## src/rtl/w2dh_pkg.sv

```systemverilog
// Shared types, constants and codes of the weighted 2-D histogram.
package w2dh_pkg;

  // Bin store geometry
  localparam int MAX_X_BINS = 64;
  localparam int MAX_Y_BINS = 64;
  localparam int X_IDX_W    = $clog2(MAX_X_BINS);
  localparam int Y_IDX_W    = $clog2(MAX_Y_BINS);
  localparam int BIN_DEPTH  = MAX_X_BINS * MAX_Y_BINS;
  localparam int ADDR_W     = $clog2(BIN_DEPTH);
  localparam int DIV_Q_W    = (X_IDX_W > Y_IDX_W) ? X_IDX_W : Y_IDX_W;

  // Field widths
  localparam int COORD_W    = 24;
  localparam int WIDTH_W    = 23;
  localparam int COUNT_W    = 7;
  localparam int VALUE_W    = 32;
  localparam int FIELD_IDX_W = 6;
  localparam int DIVIDEND_W = COORD_W + 1;
  localparam int CFG_IDX_W  = 3;
  localparam int CFG_DATA_W = 24;

  // Register reset values
  localparam logic signed [COORD_W-1:0] LOW_RST   = 24'sd0;
  localparam logic signed [COORD_W-1:0] HIGH_RST  = 24'sd8388607;
  localparam logic [WIDTH_W-1:0]        WIDTH_RST = 23'd131072;
  localparam logic [COUNT_W-1:0]        COUNT_RST = 7'd64;

  typedef enum logic [1:0] {
    OP_ADD   = 2'd0,
    OP_WRITE = 2'd1,
    OP_READ  = 2'd2
  } op_e;

  typedef enum logic [CFG_IDX_W-1:0] {
    CFG_X_LOW   = 3'd0,
    CFG_X_HIGH  = 3'd1,
    CFG_X_WIDTH = 3'd2,
    CFG_X_COUNT = 3'd3,
    CFG_Y_LOW   = 3'd4,
    CFG_Y_HIGH  = 3'd5,
    CFG_Y_WIDTH = 3'd6,
    CFG_Y_COUNT = 3'd7
  } cfg_idx_e;

  typedef enum logic [2:0] {
    S_CLEAR,
    S_IDLE,
    S_XSTART,
    S_XWAIT,
    S_YWAIT,
    S_MERGE,
    S_DIRECT,
    S_FINISH
  } state_e;

  // Command word
  typedef struct packed {
    logic [1:0]                op;
    logic signed [COORD_W-1:0] sample_x;
    logic signed [COORD_W-1:0] sample_y;
    logic signed [VALUE_W-1:0] sample_weight;
    logic [FIELD_IDX_W-1:0]    bin_col;
    logic [FIELD_IDX_W-1:0]    bin_row;
    logic signed [VALUE_W-1:0] new_content;
  } hist_in_t;

  // Result word
  typedef struct packed {
    logic signed [VALUE_W-1:0] read_content;
    logic                      landed;
    logic signed [VALUE_W-1:0] missed_sum;
  } hist_out_t;

  // Divider status back to the sequencer
  typedef struct packed {
    logic               done;
    logic               ovf;
    logic [DIV_Q_W-1:0] quot;
  } div_res_t;

endpackage

```

## src/rtl/w2dh_div.sv

```systemverilog
// Restoring divider: one quotient bit per cycle, with an overflow test first.
module w2dh_div (
  input  logic                                clk_i,
  input  logic                                rst_ni,
  input  logic                                start_i,
  input  logic [w2dh_pkg::DIVIDEND_W-1:0]     dividend_i,
  input  logic [w2dh_pkg::WIDTH_W-1:0]        divisor_i,
  output w2dh_pkg::div_res_t                  res_o
);

  localparam int DV_W  = w2dh_pkg::WIDTH_W + w2dh_pkg::DIV_Q_W;
  localparam int CMP_W = (DV_W > w2dh_pkg::DIVIDEND_W) ? DV_W : w2dh_pkg::DIVIDEND_W;
  localparam int CNT_W = $clog2(w2dh_pkg::DIV_Q_W + 1);
  localparam logic [CNT_W-1:0] LAST = CNT_W'(w2dh_pkg::DIV_Q_W);

  logic                              busy_q;
  logic                              done_q;
  logic [CNT_W-1:0]                  cnt_q;
  logic [w2dh_pkg::DIVIDEND_W-1:0]   rem_q;
  logic [DV_W-1:0]                   dv_q;
  logic [w2dh_pkg::DIV_Q_W-1:0]      quot_q;
  logic                              ovf_q;
  logic                              ge;

  // Trial compare against the shifted divisor
  assign ge = CMP_W'(rem_q) >= CMP_W'(dv_q);

  // Step control
  always_ff @(posedge clk_i or negedge rst_ni) begin
    if (!rst_ni) begin
      busy_q <= 1'b0;
      done_q <= 1'b0;
      cnt_q  <= '0;
    end else begin
      done_q <= busy_q && (cnt_q == LAST);
      if (start_i) begin
        busy_q <= 1'b1;
        cnt_q  <= '0;
      end else if (busy_q) begin
        cnt_q <= cnt_q + CNT_W'(1);
        if (cnt_q == LAST) begin
          busy_q <= 1'b0;
        end
      end
    end
  end

  // Datapath: step 0 tests for a quotient that does not fit, then one bit a step
  always_ff @(posedge clk_i) begin
    if (start_i) begin
      rem_q  <= dividend_i;
      dv_q   <= {divisor_i, {w2dh_pkg::DIV_Q_W{1'b0}}};
      quot_q <= '0;
      ovf_q  <= 1'b0;
    end else if (busy_q) begin
      if (cnt_q == '0) begin
        ovf_q <= ge;
      end else if (ge) begin
        rem_q  <= rem_q - w2dh_pkg::DIVIDEND_W'(dv_q);
        quot_q <= {quot_q[w2dh_pkg::DIV_Q_W-2:0], 1'b1};
      end else begin
        quot_q <= {quot_q[w2dh_pkg::DIV_Q_W-2:0], 1'b0};
      end
      dv_q <= dv_q >> 1;
    end
  end

  assign res_o.done = done_q;
  assign res_o.ovf  = ovf_q;
  assign res_o.quot = quot_q;

endmodule

```

## config.mk

```make
export PLATFORM = sky130hd
export DESIGN_NAME = w2dh_div
export DESIGN_NICKNAME = d
export VERILOG_FILES = /design/src/rtl/w2dh_pkg.sv /design/src/rtl/w2dh_div.sv
export SDC_FILE = /design/constraint.sdc
export NUM_CORES = 1
export LEC_CHECK = 0
export ABC_AREA = 0
export BUFFER_PORTS_ARGS = -buffer_cell sky130_fd_sc_hd__buf_2
export CAP_MARGIN = 0
export CORE_MARGIN = 2
export CORE_UTILIZATION = 30
export CTS_BUF_LIST = sky130_fd_sc_hd__clkbuf_16
export CTS_CLUSTER_DIAMETER = 100
export DETAILED_ROUTE_END_ITERATION = 8
export PLACE_DENSITY = 0.49
export REMOVE_ABC_BUFFERS = 1
export SYNTH_ARGS = -nofsm -noshare
export SYNTH_HDL_FRONTEND = slang
export SYNTH_SLANG_ARGS = --single-unit
export TNS_END_PERCENT = 100
```

## constraint.sdc

```tcl
create_clock -name clk_i -period 4.6 [get_ports clk_i]
set_input_delay 0.69 -clock clk_i [delete_from_list [all_inputs] [get_ports clk_i]]
set_output_delay 0.69 -clock clk_i [all_outputs]
set_load 0.01 [all_outputs]
```

Yosys cells after proc, flatten, opt, wreduce, memory -nomap -nowiden
Index checks and enable logic that the tools add are counted.
W data, S select, Z words.
Storage, ports and cells
  register bits after elaboration: 66
  input bits: 51
  output and inout port bits: 8
  logic and storage cells: 33
Operators by class
  $add $sub $neg: 2
  order comparisons: 1
  equality and inequality tests: 2
  muxes and demuxes: 12
  bitwise operators: 1
  reduce and logical (&&, ||, !) cells: 7
Operator list (number)
  $mux W25: 4
  $mux W29: 2
  $ge A25 B29 Y1: 1
  $sub A25 B25 Y25: 1
  $mux W3: 2
  $mux W1: 4
  $reduce_and A2 Y1: 2
  $reduce_bool A2 Y1: 2
  $add A3 B1 Y3 const B: 1
  $eq A3 B3 Y1 const B: 1
  $logic_not A3 Y1: 1
  $reduce_and A3 Y1: 1
  $ne A2 B2 Y1 const B: 1
  $logic_and A1 B1 Y1: 1
  $not A1 Y1: 1

Depth between registers and ports, before layout
Gate-level depths: netlist (run 1).
  depth after elaboration: 5
  mapped depth: 10

Least setup slack after synthesis (run 1)
Ideal clock, no wire load.
  path kind: flip-flop to flip-flop
  start point: register rem_q[1] (netlist bit)
  end point: register rem_q[0] (netlist bit), enable pin
  setup time: 0.442 ns
  data arrival time: 3.605 ns
  slack: 0.553 ns
  stages on the path, launching flop included: 8
  buffers on the path: 0
  clock period less this slack: 4.047 ns
  cell sequence: edfxtp_1 -> ha_1 -> nor2b_1 -> o2111ai_1 -> a2111o_1 -> a21oi_1 -> o31ai_1 -> o21ai_0
On the way
  cells in the longest elaborated chain, start to end: 3
Ends and longest elaborated chain
  start, declared: line w2dh_div.sv:19  | logic [w2dh_pkg::DIVIDEND_W-1:0] rem_q;
  start signal, assigned: line w2dh_div.sv:51  | rem_q <= dividend_i;
  start signal, assigned: line w2dh_div.sv:59  | rem_q <= rem_q - w2dh_pkg::DIVIDEND_W'(dv_q);
  $ge A25 B29 Y1: line w2dh_div.sv:26  | assign ge = CMP_W'(rem_q) >= CMP_W'(dv_q);
  $reduce_bool A2 Y1 (no line)
  $reduce_and A3 Y1 (no line)
No other way between the ends.
A chain may end at the register's enable or synchronous reset.

Worst setup path after layout (run 1)
  start point: register rem_q[1] (netlist bit)
  end point: register rem_q[13] (netlist bit), enable pin
Same word-level chain as after synthesis.

==> flow_metrics.py, run 1 <==
metrics = {
    "floorplanning": {
        "chipWidth_um": 124,
        "design.die.area_um2": 15300,
        "initial_utilization_pct": 30.8,
        "die_h_um": 124,
        "placementRows": 43,
        "floorplan.io_pins": 59,
        "floorplan.core_area_um2": 13900,
    },
    "timing": {
        "slew_violations": 0,
        "totalNegativeSetupSlack_ns": 0,
        "clock_skew_ns": 0.00721,
        "rsz0062_at_grt": "false",
        "timing.slew.headroom_pct": 48.5,
        "period_minus_slack_ns": 2.90,
        "slew_worst_pin_ns": 0.767,
        "final.period_utilization_pct": 63.1,
        "fmaxAchievable_ghz": 0.345,
        "setup_violations": 0,
        "number_of_hold_violations_in_the_final_report": 0,
    },
    "cts": {
        "numCtsBuffers": 9,
        "clk_latency_ns": 0.33,
        "post_cts_clock_slew_at_the_launch_and_capture_registers_of_the_worst_setup_and_hold_paths_ns": 0.05,
        "cts-hold-fix-buffers": 0,
        "numClockSinks": 66,
        "max-clock-path-buffers": 2,
        "cts-root-buf": "clkbuf_16",
        "ctsResizeCount": 0,
        "cts-htree-levels": 3,
        "cts_setup_buffers": 0,
        "tritoncts": "done",
    },
    "routing": {
        "detail_route.wirelength_um": 10500,
        "dr_total_vias": 3484,
        "detail_route.first_pass.iterations": 4,
        "drt_iter0_drc": 169,
        "viasPerCell": 5.01,
        "avgRoutedWirePerCell_um": 15.1,
        "route.detailed.drc": 0,
        "ant_nets": 0,
    },
    "final_layout": {
        "antennaDiodeCount": 0,
        "drive_above_1_share_pct": 17.1,
        "area_growth_pct": 16.7,
        "stdcell_area_um2": 5010,
        "final_nets": 590,
    },
    "setup_path": {
        "critical_path.startpoint_type": "flip-flop",
        "crit_chain": "ha_1 -> nor2b_1 -> o2111ai_1 -> a2111o_1 -> a21oi_1 -> o31ai_1 -> o21ai_2 -> buf_4",
        "slowest_delay_ns": 0.54,
        "arrival_ns": 2.89,
        "worst-path-stages": 8,
        "timing.critical_path.slowest_stage_cell": "a2111o_1",
        "path_buf_inv": 1,
        "worst_setup_path_end_kind": "flip-flop",
        "timing.reg2reg.worst_path_depth": 8,
        "cpLargestDelayFamily": "compound AO/OA/AOI/OAI gates",
        "critPathMaxFanout": 25,
        "worstSetupPathType": "reg2reg",
        "worst_ep_required_time_ns": 4.59,
    },
    "logic_synthesis": {
        "synth.top_cell.area_share_pct": 33.6,
        "post_synth_edffs": 48,
        "synthDominantAreaCellType": "edfxtp_1",
        "synthFlopType": "edfxtp_1",
        "mappedNetlistArea_um2": 4300,
        "yosysWarnings": 0,
        "post_synth_main_area_contributors": "edfxtp_1, ha_1, nand2_1, dfxtp_1, o21ai_0",
        "syn-mean-instance-area_um2": 9.28,
        "asyncSetResetFlopFracSynth_pct": 7.58,
        "synth_cell_type_count": 65,
        "count_leader_synth": "nand2_1",
        "ys_seq_area_share_pct": 42.5,
        "postSynthRegisterBits": 66,
        "netlist_instances": 463,
        "synth_commonest_cells": "nand2_1, edfxtp_1, o21ai_0",
    },
    "placed_design": {
        "hpwl_reported_at_the_end_of_detailed_placement_um": 7820,
        "placed_cell_area_um2": 4710,
        "placement.io_buffers": 58,
        "gp_congestion": 0.881,
    },
    "pwr": {
        "clock_share_of_power_pct": 32.1,
        "switching_share_pct": 32.1,
        "power_switching_uw": 711,
        "power.sequential.fraction_pct": 34.4,
        "internal-power_mw": 1.50,
        "comb_power_share_pct": 33.5,
        "peakVddDrop_uv": 197,
        "powerDensity_nw_per_um2": 441,
        "power.static_leakage_nw": 2.22,
    },
    "min_path": {
        "hold_path_class": "in2async",
    },
    "global_routing": {
        "maximum_number_of_pins_on_one_net_before_global_route_repair": 53,
        "gr-usage-all-layers_pct": 14.5,
        "overflow": 0,
        "grt_first_pass_wirelength_um": 16900,
        "initial_antenna_violation_count": 0,
        "grt_pass1_vias": 3375,
    },
    "flow_run": {
        "maxCapViolCount": 0,
    },
    "run_status": {
        "run_status": "finished clean",
    },
}
metrics by stage:
| stage | utilization [%] | hold slack (ns) | power, mW | cells | setup WS, ns |
|---|---|---|---|---|---|
| after floorplan | - | 0.394 | 1.32 | 438 | 0.553 |
| after global placement | 33.8 | 0.480 | 1.51 | 679 | 1.78 |
| after detailed placement | 33.8 | 0.471 | 1.51 | 679 | 1.72 |
| after CTS | 36.0 | 0.156 | 2.24 | 695 | 1.69 |
| after global routing | 36.0 | 0.161 | 2.35 | 695 | 1.36 |
| final | 36.0 | 0.162 | 2.21 | 695 | 1.70 |
final timing paths:
kind | start | to | slack, ns
hold reg to reg | ovf_q | ovf_q | 0.48
setup reg to reg | rem_q[1] | rem_q[13] | 1.70
setup / recovery | rem_q[1] | rem_q[13] | 1.70
min in group clk_i | ovf_q | ovf_q | 0.48
max in group asynchronous | rst_ni | cnt_q[0] | 4.31
hold / removal | rst_ni | done_q | 0.16
area by class of cell:
cell class	count	area, um^2
multi-input cells	335	2200
inverters	37	139
flip-flops and latches	66	1830
fillers	1443	8920
clock buffers	9	225
repair buffers	61	315
clock inverters	7	80.1
well taps	180	225
cells by family after synthesis:
kind of cell,count (synthesis),share of synthesized area [%]
AO/OA/AOI/OAI,130,20.1
XOR/XNOR,17,3.47
adder cells (fa/ha/maj),29,8.62
buffers and inverters,62,6.32
flip-flops,66,42.5
multiplexers,13,3.06
AND/OR/NAND/NOR,146,15.9
worst reg2reg max path, delay by kind of cell (launching register included):
family          cells  cell delay (ns)
flops               1             0.42
simple gates        1             0.16
buf+inv             1             0.35
fa+ha+maj           1             0.32
compound gates      5             1.30
layout by cell type (no fill, tap or decap), types with 3 or more instances in the layout:
| cell | n |
|---|---|
| a211oi_1 | 4 |
| a21boi_0 | 3 |
| a21o_1 | 10 |
| a21oi_1 | 22 |
| a22o_1 | 7 |
| a31oi_1 | 6 |
| and3_1 | 4 |
| buf_2 | 57 |
| buf_4 | 4 |
| clkbuf_16 | 9 |
| dfrtp_1 | 5 |
| dfxtp_1 | 13 |
| edfxtp_1 | 48 |
| ha_1 | 28 |
| inv_1 | 41 |
| mux2i_1 | 12 |
| nand2_1 | 73 |
| nand3_1 | 7 |
| nand4_1 | 11 |
| nor2_1 | 24 |
| nor2b_1 | 3 |
| nor3_1 | 5 |
| o211ai_2 | 4 |
| o21ai_0 | 41 |
| o21bai_1 | 4 |
| o22ai_1 | 3 |
| o31ai_1 | 7 |
| xnor2_1 | 11 |
| xor2_1 | 6 |
power by group through the flow:
stage	Sequential (mW)	Combinational, mW	Clock [mW]
floorplan	0.766	0.556	0
global placement	0.771	0.737	0
detailed placement	0.774	0.739	0
CTS	0.762	0.744	0.730
global route	0.769	0.835	0.749
finish	0.761	0.741	0.710
sequential cells by signal, summed over array words and instances, names as in the netlist:
name and cells:
dv_q 29, rem_q 25, quot_q 6, cnt_q 3, busy_q 1, done_q 1
ovf_q 1
routing by layer:
metal	global-route usage [%]	vias up	wire (um)
met5	0	-	0
met4	4.76	0	102
met3	3.16	7	619
met2	22.0	82	4680
met1	20.5	1622	5120
li1	-	1773	-
Power figures use the tool's default switching activity.
==> run 2, diff against run 1 <==
Clock period 4.6 ns to 2.8 ns, I/O delays scaled along.
==> run 2 against run 1 <==
Net effect:
- via count up 1.5%
- clock power up 46%
- combinational power up 75%
- largest cell class unchanged
==> flow_metrics.py, run 2 (synthesized netlist as in run 1, its figures left out) <==
metrics = {
    "setup_path": {
        "reg2reg_setup_slack_ns": 0.13,
        "worst_ep_required_time_ns": 2.96,
        "worst_setup_path_end_kind": "flip-flop",
        "cpLargestDelayFamily": "compound AO/OA/AOI/OAI gates",
        "crit_chain": "inv_1 -> ha_1 -> inv_1 -> fa_1 -> a21o_2 -> a221o_2 -> o211ai_2 -> o22ai_1 -> o31a_1 -> o31ai_1",
        "path_buf_inv": 2,
        "timing.critical_path.mode_cell": "inv_1",
        "slowest_delay_ns": 0.41,
        "reg2reg_from": "rem_q[0]",
        "worst_r2r_endpoint": "rem_q[22]",
        "timing.critical_path.slowest_stage_cell": "fa_1",
        "critPathMaxFanout": 5,
        "critical_path.startpoint_type": "flip-flop",
        "timing.reg2reg.worst_path_depth": 10,
        "worstSetupPathType": "reg2reg",
        "arrival_ns": 2.84,
    },
    "pwr": {
        "powerDensity_nw_per_um2": 703,
        "peakVddDrop_uv": 362,
        "power_mw": 3.60,
        "power.static_leakage_nw": 2.27,
    },
    "timing": {
        "number_of_hold_violations_in_the_final_report": 0,
        "slew_worst_pin_ns": 0.802,
        "slew_violations": 0,
        "period_minus_slack_ns": 2.67,
        "final.period_utilization_pct": 95.5,
        "pnr_worst_setup_slack_ns": 0.127,
        "setup_violations": 0,
        "clock_skew_ns": 0.00696,
        "rsz0062_at_grt": "true",
        "totalNegativeSetupSlack_ns": 0,
        "timing.slew.headroom_pct": 46.2,
        "fmaxAchievable_ghz": 0.374,
    },
    "global_routing": {
        "overflow": 0,
        "gr-usage-all-layers_pct": 15.6,
        "grt_pass1_vias": 3528,
        "grt_first_pass_wirelength_um": 18000,
        "initial_antenna_violation_count": 0,
        "maximum_number_of_pins_on_one_net_before_global_route_repair": 58,
    },
    "final_layout": {
        "biggestRegsByFlops": "dv_q: 29 flops, rem_q: 25 flops, quot_q: 6 flops",
        "max_flop_register": "dv_q",
        "largest_register_ffs": 29,
        "mostFrequentLayoutCell": "nand2_1",
        "drive_above_1_share_pct": 19.4,
        "area_growth_pct": 19.1,
        "final_nets": 605,
        "mostFrequentLayoutCells": "nand2_1, buf_2, edfxtp_1",
        "antennaDiodeCount": 0,
    },
    "floorplanning": {
        "design.die.area_um2": 15300,
        "die_h_um": 124,
        "initial_utilization_pct": 30.8,
        "floorplan.core_area_um2": 13900,
        "chipWidth_um": 124,
        "floorplan.io_pins": 59,
        "placementRows": 43,
    },
    "routing": {
        "viasPerCell": 4.98,
        "avgRoutedWirePerCell_um": 15.6,
        "ant_nets": 0,
        "dr_total_vias": 3536,
        "detail_route.first_pass.iterations": 4,
        "drt_iter0_drc": 115,
        "detail_route.wirelength_um": 11100,
        "route.detailed.drc": 0,
    },
    "placed_design": {
        "hpwl_reported_at_the_end_of_detailed_placement_um": 8120,
        "placement.io_buffers": 58,
        "preCtsSetupSlack_ns": 0.101,
        "gp_congestion": 0.876,
    },
    "cts": {
        "cts-htree-levels": 3,
        "tritoncts": "done",
        "numClockSinks": 66,
        "numCtsBuffers": 9,
        "max-clock-path-buffers": 2,
        "cts-root-buf": "clkbuf_16",
        "cts_setup_buffers": 0,
        "post_cts_clock_slew_at_the_launch_and_capture_registers_of_the_worst_setup_and_hold_paths_ns": 0.06,
        "clk_latency_ns": 0.34,
    },
    "min_path": {
        "timing.hold.worst_path_depth": 3,
        "hold_path_class": "in2reg",
        "hold_path.startpoint": "divisor_i[13]",
        "capture_endpoint_of_the_worst_hold_path": "dv_q[19]",
    },
    "run_status": {
        "run_status": "finished clean",
    },
    "flow_run": {
        "maxCapViolCount": 0,
    },
}
## run 2: routing by layer
metal  wire [um]  vias to the layer above  global-route usage [%]
li1            -                     1794                       -
met1        5590                     1652                    21.4
met2        4780                       72                    23.7
met3         438                       18                    3.16
met4         247                        0                    6.82
met5           0                        -                       0
## run 2: how the worst max path moves through the flow
| stage | cells after the start | startpoint | end | slack [ns] |
|---|---|---|---|---|
| after floorplan | 7 | rem_q[1] | rem_q[0] | -1.25 |
| after global placement | 10 | rem_q[0] | rem_q[22] | 0.20 |
| after detailed placement | 8 | rem_q[1] | rem_q[14] | 0.10 |
| after CTS | 8 | rem_q[1] | rem_q[7] | 0.08 |
| after global routing | 8 | rem_q[1] | rem_q[23] | -0.005 |
| final | 10 | rem_q[0] | rem_q[22] | 0.13 |
## run 2: layout make-up
cell class | count | area [um^2]
clock buffer | 10 | 250
clock inverter | 6 | 22.5
fill | 1437 | 8820
inverter | 37 | 139
multi-input combinational | 335 | 2220
sequential | 66 | 1830
tap | 180 | 225
timing repair buffer | 76 | 434
## run 2: power by group
part | switching, mW | internal [mW]
combinational | 0.750 | 0.554
sequential | 0.0527 | 1.20
clock | 0.404 | 0.633
## run 2: worst min-delay path, stage by stage
cell and delay (ns):
buf_2 0.07, nand2_1 0.04, o21ai_0 0.06
## run 2: stage by stage
stage | cell area, um^2 | utilization [%] | std cells | hold slack [ns]
2_1_floorplan | 4160 | - | 438 | 0.124
6_report | 5110 | 36.7 | 710 | 0.356
3_3_place_gp | 4810 | 34.5 | 693 | 0.241
4_1_cts | 5090 | 36.6 | 710 | 0.346
3_5_place_dp | 4810 | 34.5 | 693 | 0.242
5_1_grt | 5110 | 36.7 | 710 | 0.361
## run 2: what timing repair did
action	4_1_cts	5_1_grt
endpoints found under the hold margin	5	0
hold buffers	1	0
setup endpoints to repair	0	29
gates resized for setup	0	5
==> run 3, diff against run 2 <==
Settings changed: ABC_AREA 0 to 1.
==> run 3 against run 2 <==
Net effect:
- area after synthesis increased by 0.50%
- clock power up 14%
- synthesized cell count is 24% higher
- non-clock buffer count is 9 lower
- critical path depth increased by 2
- combinational power fell by 14%
- first-iteration DRC count increased by 40%
- worst setup slack improved by 0.31 ns
- count of clock-buffer cells in the layout shrank 1
==> flow_metrics.py, run 3 <==
metrics = {
    "run_status": {
        "run_status": "finished clean",
    },
    "timing": {
        "rsz0062_at_grt": "false",
        "pnr_worst_setup_slack_ns": 0.432,
        "final.period_utilization_pct": 84.6,
        "setup_violations": 0,
        "fmaxAchievable_ghz": 0.422,
        "period_minus_slack_ns": 2.37,
        "slew_violations": 0,
        "totalNegativeSetupSlack_ns": 0,
        "clock_skew_ns": 0.00709,
        "slew_worst_pin_ns": 0.537,
        "timing.slew.headroom_pct": 64.1,
        "number_of_hold_violations_in_the_final_report": 0,
    },
    "placed_design": {
        "placed_cell_area_um2": 4830,
        "placement.io_buffers": 58,
        "gp_congestion": 0.898,
        "hpwl_reported_at_the_end_of_detailed_placement_um": 9000,
        "preCtsSetupSlack_ns": 0.433,
    },
    "final_layout": {
        "number_of_inserted_filler_cells_in_the_final_layout": 1542,
        "stdcell_area_um2": 5150,
        "drive_above_1_share_pct": 14.8,
        "area_growth_pct": 19.4,
        "antennaDiodeCount": 0,
        "multi_input_comb_area_um2": 2130,
        "mostFrequentLayoutCell": "nand2_1",
        "biggestRegsByFlops": "dv_q: 29 flops, rem_q: 25 flops, quot_q: 6 flops",
        "final_nets": 719,
        "register_area_um2": 1830,
        "max_flop_register": "dv_q",
        "largest_register_ffs": 29,
        "mostFrequentLayoutCells": "nand2_1, inv_1, buf_2",
    },
    "min_path": {
        "capture_endpoint_of_the_worst_hold_path": "dv_q[28]",
        "timing.hold.worst_path_depth": 3,
        "hold_path.startpoint": "divisor_i[22]",
        "hold_path_class": "in2reg",
    },
    "pwr": {
        "switching_share_pct": 33.2,
        "power.static_leakage_nw": 2.47,
        "internal-power_mw": 2.37,
        "clock_share_of_power_pct": 33.5,
        "comb_power_share_pct": 31.7,
        "power_switching_mw": 1.18,
        "power.sequential.fraction_pct": 34.7,
        "powerDensity_nw_per_um2": 687,
        "peakVddDrop_uv": 335,
    },
    "setup_path": {
        "worst_setup_path_end_kind": "flip-flop",
        "critPathMaxFanout": 13,
        "worst_ep_required_time_ns": 2.83,
        "reg2reg_from": "rem_q[16]",
        "slowest_delay_ns": 0.37,
        "arrival_ns": 2.40,
        "timing.critical_path.slowest_stage_cell": "edfxtp_1",
        "reg2reg_setup_slack_ns": 0.43,
        "timing.reg2reg.worst_path_depth": 12,
        "crit_chain": "ha_1 -> nand2_1 -> nor2_1 -> nand2_1 -> nor2_1 -> nand2_1 -> nand2_1 -> nor2_1 -> nand2_2 -> nand3_2 -> nand2_1 -> buf_4",
        "timing.critical_path.mode_cell": "nand2_1",
        "critical_path.startpoint_type": "flip-flop",
        "worstSetupPathType": "reg2reg",
        "worst_r2r_endpoint": "rem_q[14]",
    },
    "floorplanning": {
        "design.die.area_um2": 15400,
        "floorplan.core_area_um2": 14000,
        "initial_utilization_pct": 30.9,
        "placementRows": 43,
        "die_h_um": 124,
        "chipWidth_um": 124,
        "floorplan.io_pins": 59,
    },
    "global_routing": {
        "maximum_number_of_pins_on_one_net_before_global_route_repair": 32,
        "overflow": 0,
        "gr-usage-all-layers_pct": 16.0,
        "grt_first_pass_wirelength_um": 18800,
        "grt_pass1_vias": 3932,
        "initial_antenna_violation_count": 0,
    },
    "logic_synthesis": {
        "count_leader_synth": "nand2_1",
        "postSynthRegisterBits": 66,
        "post_synth_main_area_contributors": "edfxtp_1, nand2_1, ha_1, inv_1, dfxtp_1",
        "synthDominantAreaCellType": "edfxtp_1",
        "asyncSetResetFlopFracSynth_pct": 7.58,
        "synthFlopType": "edfxtp_1",
        "synth_cell_type_count": 31,
        "synth_commonest_cells": "nand2_1, inv_1, o21ai_0",
        "netlist_instances": 575,
        "post_synth_edffs": 48,
        "mappedNetlistArea_um2": 4320,
        "syn-mean-instance-area_um2": 7.51,
        "synth.top_cell.area_share_pct": 33.4,
        "ys_seq_area_share_pct": 42.3,
        "yosysWarnings": 0,
    },
    "routing": {
        "ant_nets": 0,
        "dr_total_vias": 3889,
        "route.detailed.drc": 0,
        "drt_iter0_drc": 161,
        "detail_route.first_pass.iterations": 4,
        "detail_route.wirelength_um": 11500,
        "avgRoutedWirePerCell_um": 13.9,
        "viasPerCell": 4.72,
    },
    "flow_run": {
        "maxCapViolCount": 0,
    },
    "cts": {
        "numCtsBuffers": 9,
        "cts-htree-levels": 3,
        "clk_latency_ns": 0.34,
        "max-clock-path-buffers": 2,
        "tritoncts": "done",
        "post_cts_clock_slew_at_the_launch_and_capture_registers_of_the_worst_setup_and_hold_paths_ns": 0.06,
        "cts-root-buf": "clkbuf_16",
        "numClockSinks": 66,
        "cts_setup_buffers": 0,
    },
}
==> run 3: cell types whose count changed after synthesis, moves of 10 or more <==
cell and change:
a21o_1 -10, nor2_1 +15, inv_1 +42, mux2i_1 -12
nand2_1 +111, nand3_1 +23, o21ai_0 +10
==> run 3: worst max-delay path by stage <==
stage / slack, ns / endpoint / startpoint / depth (start not counted)
after floorplan: 0.43 / rem_q[0] / rem_q[11] / 10
after global placement: 0.47 / rem_q[12] / rem_q[16] / 12
after detailed placement: 0.43 / rem_q[12] / rem_q[4] / 12
after CTS: 0.42 / rem_q[12] / rem_q[4] / 12
after global routing: 0.15 / rem_q[14] / rem_q[4] / 12
final: 0.43 / rem_q[14] / rem_q[16] / 12
==> run 3: timing repair <==
| item | CTS | global route |
|---|---|---|
| hold endpoints to repair | 5 | 0 |
| gates resized for setup | 0 | 0 |
| hold buffers | 1 | 0 |
==> run 3: cell families after synthesis <==
| group | Yosys count | synth area share [%] |
|---|---|---|
| AOI/OAI and AO/OA | 97 | 11.9 |
| xor gates and xnor gates | 5 | 1.01 |
| adders and majority gates | 29 | 8.58 |
| buffers and inverters | 93 | 8.26 |
| DFF | 66 | 42.3 |
| and+or+nand+nor | 285 | 27.9 |
==> run 3: final cells by class <==
cell class | count | share of cell area [%]
clock inverter | 7 | 1.68
timing repair buffer | 67 | 6.99
inverter | 79 | 5.75
sequential | 66 | 35.4
clock buffer | 9 | 4.37
multi-input combinational | 416 | 41.4
tap | 180 | 4.37
==> run 3: per-layer routing <==
metal / GRT usage [%] / up-vias / part of all wire, %
met4: 4.85 / 0 / 1.2
met3: 4.12 / 10 / 4.2
met2: 26.7 / 66 / 46
met1: 20.5 / 1802 / 48
met5: 0 / - / 0
li1: - / 2011 / -
==> run 3: through the flow <==
step           hold WS [ns]  utilization [%]  power (mW)  std cells
2_1_floorplan         0.124                -        2.05        561
3_3_place_gp          0.236             34.5        2.37        807
3_5_place_dp          0.238             34.5        2.38        807
5_1_grt               0.345             36.8        3.82        824
4_1_cts               0.330             36.8        3.59        824
6_report              0.342             36.8        3.54        824
==> run 3: critical path, delay by kind of cell, from the launching register on <==
| kind | cells | cell delay, ns |
|---|---|---|
| buffers and inverters | 1 | 0.23 |
| and+or+nand+nor | 10 | 1.08 |
| adders and majority gates | 1 | 0.37 |
| DFF | 1 | 0.37 |
==> run 3: power by group through the flow <==
stage               combinational (mW)  clock [mW]  sequential, mW
floorplan                        0.806           0            1.25
global placement                  1.12           0            1.25
detailed placement                1.13           0            1.25
CTS                               1.14        1.22            1.23
global route                      1.31        1.27            1.24
finish                            1.12        1.19            1.23
